===== src/hdl/wxapm_pkg.sv =====
// wxapm_pkg: shared types and codes for the w+x alias page map
// payload structs, operation / kind / access codes, decode result and fsm state
// no dependencies
package wxapm_pkg;

    // decoded mapping geometry
    localparam int WORD_W = 15;   // bitmap word index of a decoded frame (20-bit frame / 32)
    localparam int SPAN_W = 7;    // words per mapping minus one, up to 127
    localparam int LIM_W  = 21;   // wide enough to hold the largest map size in words

    // operation codes
    localparam logic [1:0] OP_L1     = 2'd0;
    localparam logic [1:0] OP_L2     = 2'd1;
    localparam logic [1:0] OP_READ   = 2'd2;
    localparam logic [1:0] OP_UNUSED = 2'd3;

    // descriptor kinds
    localparam logic [2:0] KIND_INVALID = 3'd0;
    localparam logic [2:0] KIND_TABLE   = 3'd1;
    localparam logic [2:0] KIND_SECTION = 3'd2;
    localparam logic [2:0] KIND_SUPER   = 3'd3;
    localparam logic [2:0] KIND_SMALL   = 3'd4;
    localparam logic [2:0] KIND_LARGE   = 3'd5;

    // access classes
    localparam logic [2:0] ACC_NONE    = 3'd0;
    localparam logic [2:0] ACC_USER_RW = 3'd1;
    localparam logic [2:0] ACC_USER_RO = 3'd2;
    localparam logic [2:0] ACC_SUP_RW  = 3'd3;
    localparam logic [2:0] ACC_SUP_RO  = 3'd4;

    typedef struct packed {
        logic [1:0]  operation;
        logic [31:0] descriptor;
        logic [13:0] word_index;
    } in_word_t;

    typedef struct packed {
        logic [2:0]  kind;
        logic [2:0]  access_class;
        logic        executable;
        logic        privileged_never;
        logic        out_of_range;
        logic [31:0] alias_mask;
    } out_word_t;

    typedef struct packed {
        logic [2:0]        kind;
        logic [2:0]        access_class;
        logic              executable;
        logic              privileged_never;
        logic              mapping;
        logic              is_read;
        logic              mark_write;
        logic [WORD_W-1:0] start_word;
        logic [SPAN_W-1:0] span_m1;
        logic [31:0]       mask;
    } dec_t;

    typedef enum logic [2:0] {
        ST_CLEAR,
        ST_IDLE,
        ST_START,
        ST_MARK,
        ST_DRAIN,
        ST_FINISH
    } state_t;

endpackage


===== src/hdl/wxapm_decode.sv =====
// wxapm_decode: combinational decode of one short-format descriptor
// gives kind, access class, xn / pxn and the bitmap word span with its bit mask
// depends on wxapm_pkg
module wxapm_decode
    import wxapm_pkg::*;
(
    input  in_word_t item,
    output dec_t     dec
);

    function automatic logic [2:0] ap_class(input logic ap2, input logic ap1, input logic ap0);
        logic [2:0] cls;
        unique case ({ap2, ap1, ap0})
            3'b011:                   cls = ACC_USER_RW;
            3'b010, 3'b110, 3'b111:   cls = ACC_USER_RO;
            3'b001:                   cls = ACC_SUP_RW;
            3'b101:                   cls = ACC_SUP_RO;
            default:                  cls = ACC_NONE;
        endcase
        return cls;
    endfunction

    logic [31:0] dsc;

    assign dsc = item.descriptor;

    always_comb begin
        dec = '0;
        unique case (item.operation)
            OP_L1: begin
                if (dsc[1:0] == 2'b01) begin
                    dec.kind             = KIND_TABLE;
                    dec.privileged_never = dsc[2];
                end else if (dsc[1]) begin
                    dec.mapping          = 1'b1;
                    dec.access_class     = ap_class(dsc[15], dsc[11], dsc[10]);
                    dec.executable       = ~dsc[4];
                    dec.privileged_never = dsc[0];
                    dec.mask             = '1;
                    if (dsc[18]) begin
                        dec.kind       = KIND_SUPER;
                        dec.start_word = {dsc[31:24], 7'b0000000};
                        dec.span_m1    = 7'd127;
                    end else begin
                        dec.kind       = KIND_SECTION;
                        dec.start_word = {dsc[31:20], 3'b000};
                        dec.span_m1    = 7'd7;
                    end
                end
            end
            OP_L2: begin
                if (dsc[1:0] != 2'b00) begin
                    dec.mapping      = 1'b1;
                    dec.access_class = ap_class(dsc[9], dsc[5], dsc[4]);
                    dec.start_word   = dsc[31:17];
                    if (dsc[1:0] == 2'b01) begin
                        dec.kind       = KIND_LARGE;
                        dec.executable = ~dsc[15];
                        dec.mask       = dsc[16] ? 32'hFFFF_0000 : 32'h0000_FFFF;
                    end else begin
                        dec.kind       = KIND_SMALL;
                        dec.executable = ~dsc[0];
                        dec.mask       = 32'h0000_0001 << dsc[16:12];
                    end
                end
            end
            OP_READ: begin
                dec.is_read = 1'b1;
            end
            default: begin
            end
        endcase
        dec.mark_write = dec.mapping &&
                         (dec.access_class == ACC_USER_RW || dec.access_class == ACC_SUP_RW);
    end

endmodule


===== config.mk =====
export PLATFORM = sky130hd
export DESIGN_NAME = wxapm_decode
export DESIGN_NICKNAME = d
export VERILOG_FILES = /design/src/hdl/wxapm_pkg.sv /design/src/hdl/wxapm_decode.sv
export SDC_FILE = /design/constraint.sdc
export NUM_CORES = 1
export LEC_CHECK = 0
export ABC_AREA = 1
export BUFFER_PORTS_ARGS = -buffer_cell sky130_fd_sc_hd__buf_2
export CORE_UTILIZATION = 35
export DETAILED_ROUTE_END_ITERATION = 12
export PLACE_DENSITY = 0.86
export SLEW_MARGIN = 20
export SYNTH_ARGS = -nofsm -noshare
export SYNTH_HDL_FRONTEND = slang
export SYNTH_SLANG_ARGS = --single-unit

===== constraint.sdc =====
create_clock -name vclk -period 1.8
set_clock_uncertainty 0.05 [all_clocks]
set_input_delay 0.45 -clock vclk [all_inputs]
set_output_delay 0.45 -clock vclk [all_outputs]
set_load 0.02 [all_outputs]

==> results of run 1 <==
placed cells by master, fill, tap and decap left out:
master	count
o22ai_1	3
inv_8	1
buf_4	34
inv_2	1
nor2_1	15
nand4_1	6
nor2_8	2
buf_8	2
inv_6	1
inv_1	22
nand2_2	8
o21ai_0	6
nand3_1	24
buf_2	42
nand2_4	1
buf_12	2
nand2_1	76
nand2_8	2
nor2_4	5
inv_4	2
buf_6	36
o21ai_1	3
clkinvlp_4	1
nor2_2	3
a21oi_1	1
final timing paths:
kind                  from  endpoint  slack, ns  depth (start not counted)
setup / recovery  item[46]    dec[4]      -0.06                          8
hold / removal    item[46]   dec[55]       1.12                          3
report_power, final:
group	switching, W	internal [W]
sequential	0	0
combinational	0.000283	0.000217
clock	0	0
total	0.000283	0.000217
per-layer routing:
layer | part of all wire | global-route usage
met5 | 0 | 0
met4 | 0.0019 | 0.00877
met3 | 0.095 | 0.0374
met2 | 0.54 | 0.492
met1 | 0.36 | 0.259
final cells by class:
class / instances / area share
inverter: 28 / 0.0669
tap: 30 / 0.0199
multi-input combinational: 155 / 0.415
timing repair buffer: 116 / 0.498
through the flow:
stage	setup TNS (ns)	area, sq um
after floorplan	-0.837	922
after global placement	-8.59	1460
after detailed placement	-9.77	1460
after CTS	-0.988	1760
after global routing	-4.04	1890
final	-1.13	1890
logic make-up after synthesis:
family	count (synthesis)	synth area share
AO/OA/AOI/OAI	13	0.0748
buffers and inverters	43	0.231
AND/OR/NAND/NOR	139	0.694
timing repair:
item	4_1_cts	5_1_grt
endpoints found under the hold margin	0	0
buffers inserted	3	2
endpoints found under the setup margin	52	58
cloned	3	0
resized for setup	79	40
pin swaps	23	18
==> out/metrics.yaml, run 1 <==
dieArea_sq_um: 2840
multiInputGateArea_sq_um: 785
crit_type: "in2out"
avgSynthCellArea_sq_um: 4.72
vias: 1604
port_buffers: 95
crit_slowest_cell: "nor2_4"
routedWlPerCell_microns: 10.9
syn_to_final_growth_pct: 105
drc: 0
routed_wirelength_mm: 3.59
drive_gt1_frac: 0.478
total_power_w: 0.000500
hold_class: "in2out"
grt_max_degree: 34
n_fill_cell: 220
synth_cell_types: 20
hold_buffers: 0
grt_pass1_wl_mm: 5.24
synth_top_area_cell: "nand2_1"
fmax_mhz: 537
end_kind: "output pin"
initial_utilization: 0.371
coreArea_sq_um: 2480
register_area_sq_um: 0
fin_hold_ws_ns: 1.12
startpoint_type: "input pin"
synth_cells: 195
ir_drop_v: 0.000182
fin_crit_sh: 1.04
path_max_fanout: 8
hpwlAfterDp_mm: 2.33
clkbuf_count: 0
critPathBufInv: 3
utilization: 0.763
synth_warnings: 0
syn-cell-area_sq_um: 920
crit_path_max_incr_delay_ns: 0.21
slew_viol_final: 0
drt_iter0_markers: 30
rows: 18
min_period_ns: 1.86
syn_nets: 243
setup_viol: 43
die_x_microns: 53.3
ios: 113
synthTopCellsByArea: "nand2_1 (34%), nand3_1 (13%), inv_1 (11%)"
antenna_found_initial: 0
placedCellCount: 321
hold_viol_final: 0
die_y_microns: 53.3
n_antenna_cell: 0
pwr_density_cell_nw_per_um2: 264
rsz0062_at_grt: "yes"
antenna_left: 0
place.gp.congestion: 0.859
dp_slack_ns: -0.253
tightestPinTransition_ns: 0.301
synth_top_area_frac: 0.339
setup_slack_ns: -0.0639
max_slew_margin: 0.797
cp_cell_sequence: "buf_8 -> inv_4 -> nor2_4 -> nand2_8 -> nor2_4 -> nand2_1 -> nand2_1 -> buf_6"
synthTopCellsByCount: "nand2_1 (83), inv_1 (27), nand3_1 (24)"
grt_use_total: 0.239
cap_violations: 0
seq_cell_count: 0
p_leak_nw: 1.23
vias_per_cell: 4.88
final_cells: 329
drt_pass1_iterations: 4
fin_nets: 349
crit_arrival_ns: 1.36
yosysMostFrequentCell: "nand2_1"
grt_overflow: 0
crit_required_ns: 1.30
violations: "setup timing"
critPathTopFamily: "simple AND/OR/NAND/NOR gates"
ys_seq_area_frac: 0
status: "complete, but fails checks"
grt_pass1_vias: 1263
No activity file was read; power rests on OpenSTA's default activity.
==> inputs of run 2 (changes only) <==
- ABC_CLOCK_PERIOD_IN_PS: default -> 1800
- GPL_TIMING_DRIVEN: default -> 0
==> run 2 against run 1 <==
- the flow still finishes with violations (setup timing)
- global-route usage increased by 2.1 points
- sequential share of layout area unchanged
- hold slack got worse by 0.0020 ns
- combinational power increased by 4%
- die area unchanged
- count of clock-buffer cells in the layout unchanged
- total power increased by 3.9%
- via count increased by 3.8%
- design area increased by 6.0%
- critical path depth increased by 1
- largest power group unchanged
- highest routed layer unchanged
==> out/metrics.yaml, run 2 (synthesis results as in run 1) <==
internal_power_w: 0.000221
p_leak_nw: 1.28
violations: "setup timing"
hpwlAfterDp_mm: 2.39
crit_arrival_ns: 1.46
hold_viol_final: 0
fin_nets: 351
hold_class: "in2out"
antenna_found_initial: 0
grt_use_total: 0.261
syn_to_final_growth_pct: 118
port_buffers: 93
slew_viol_final: 0
register_area_sq_um: 0
crit_required_ns: 1.30
die_x_microns: 53.3
end_kind: "output pin"
p_sw_frac: 0.575
fin_crit_sh: 1.09
path_max_fanout: 5
vias_per_cell: 5.03
grt_pass1_wl_mm: 5.57
initial_utilization: 0.371
ir_drop_v: 0.000179
status: "complete, but fails checks"
rows: 18
min_path_cells: 3
die_y_microns: 53.3
pwr-share-comb: 1.000
final_cells: 331
grt_overflow: 0
p_sw_w: 0.000298
p_seq_frac: 0
placedCellCount: 318
cap_violations: 0
routed_wirelength_mm: 4.22
routedWlPerCell_microns: 12.7
setup_viol: 53
n_antenna_cell: 0
drc: 0
drive_gt1_frac: 0.581
grt_max_degree: 11
min_period_ns: 1.96
dp_slack_ns: -0.231
clockPowerShare: 0
final_cell_mix: "nand2_1 (50), buf_2 (45), buf_6 (38)"
final_common_cell: "nand2_1"
tns_ns: -3.91
pwr_density_cell_nw_per_um2: 259
antenna_left: 0
n_fill_cell: 181
ios: 113
clkbuf_count: 0
grt_pass1_vias: 1326
seq_cell_count: 0
fin_hold_ws_ns: 1.11
setup_slack_ns: -0.163
rsz0062_at_grt: "yes"
drt_pass1_iterations: 4
place.gp.congestion: 0.849
crit_type: "in2out"
startpoint_type: "input pin"
holdPathEnd: "dec[55]"
hp-start: "item[46]"
dieArea_sq_um: 2840
max_slew_margin: 0.803
hold_buffers: 0
drt_iter0_markers: 52
vias: 1665
fmax_mhz: 509
coreArea_sq_um: 2480
tightestPinTransition_ns: 0.295
==> run 2: metrics by stage <==
| stage | area (sq um) | util | total power [W] |
|---|---|---|---|
| floorplan | 922 | - | 0.000241 |
| CTS | 1840 | 0.743 | 0.000471 |
| detailed placement | 1430 | 0.575 | 0.000370 |
| global route | 2000 | 0.809 | 0.000553 |
| finish | 2000 | 0.809 | 0.000519 |
| global placement | 1430 | 0.575 | 0.000366 |
==> run 2: layer usage <==
metal	share of wire	GRT usage
met1	0.37	0.296
met4	0.032	0.0746
met3	0.062	0.00862
met2	0.53	0.510
met5	0	0
==> run 2: cell type report <==
| type | count | area (sq um) | area share |
|---|---|---|---|
| repair buffers | 105 | 860 | 0.429 |
| multi-input cells | 153 | 850 | 0.424 |
| plain buffers | 15 | 141 | 0.0706 |
| inverters | 28 | 115 | 0.0575 |
| well taps | 30 | 37.5 | 0.0187 |
==> run 2: power by group through the flow <==
stage / Sequential, W / Clock [W] / Combinational (W)
floorplan: 0 / 0 / 0.000241
global placement: 0 / 0 / 0.000366
detailed placement: 0 / 0 / 0.000370
CTS: 0 / 0 / 0.000471
global route: 0 / 0 / 0.000553
finish: 0 / 0 / 0.000519
==> run 2: critical path, cell delays in order <==
cell,delay [ns]
buf_8,0.11
nor2_4,0.17
nand2_8,0.10
nor2_8,0.12
buf_6,0.12
buf_8,0.11
nand2_2,0.04
nand2_1,0.10
buf_6,0.13
==> run 2: repair_timing <==
action,4_1_cts,5_1_grt
endpoints found under the setup margin,52,54
gates cloned,2,1
resized for setup,108,51
setup buffers,8,2
pin swaps,10,7
==> run 2: worst max path at each step <==
stage               startpoint      end  slack [ns]
floorplan             item[46]  dec[46]       -0.10
global placement      item[46]  dec[15]       -0.23
detailed placement    item[46]  dec[15]       -0.23
CTS                   item[46]  dec[24]       -0.13
global route          item[47]  dec[25]       -0.17
finish                item[47]  dec[28]       -0.16
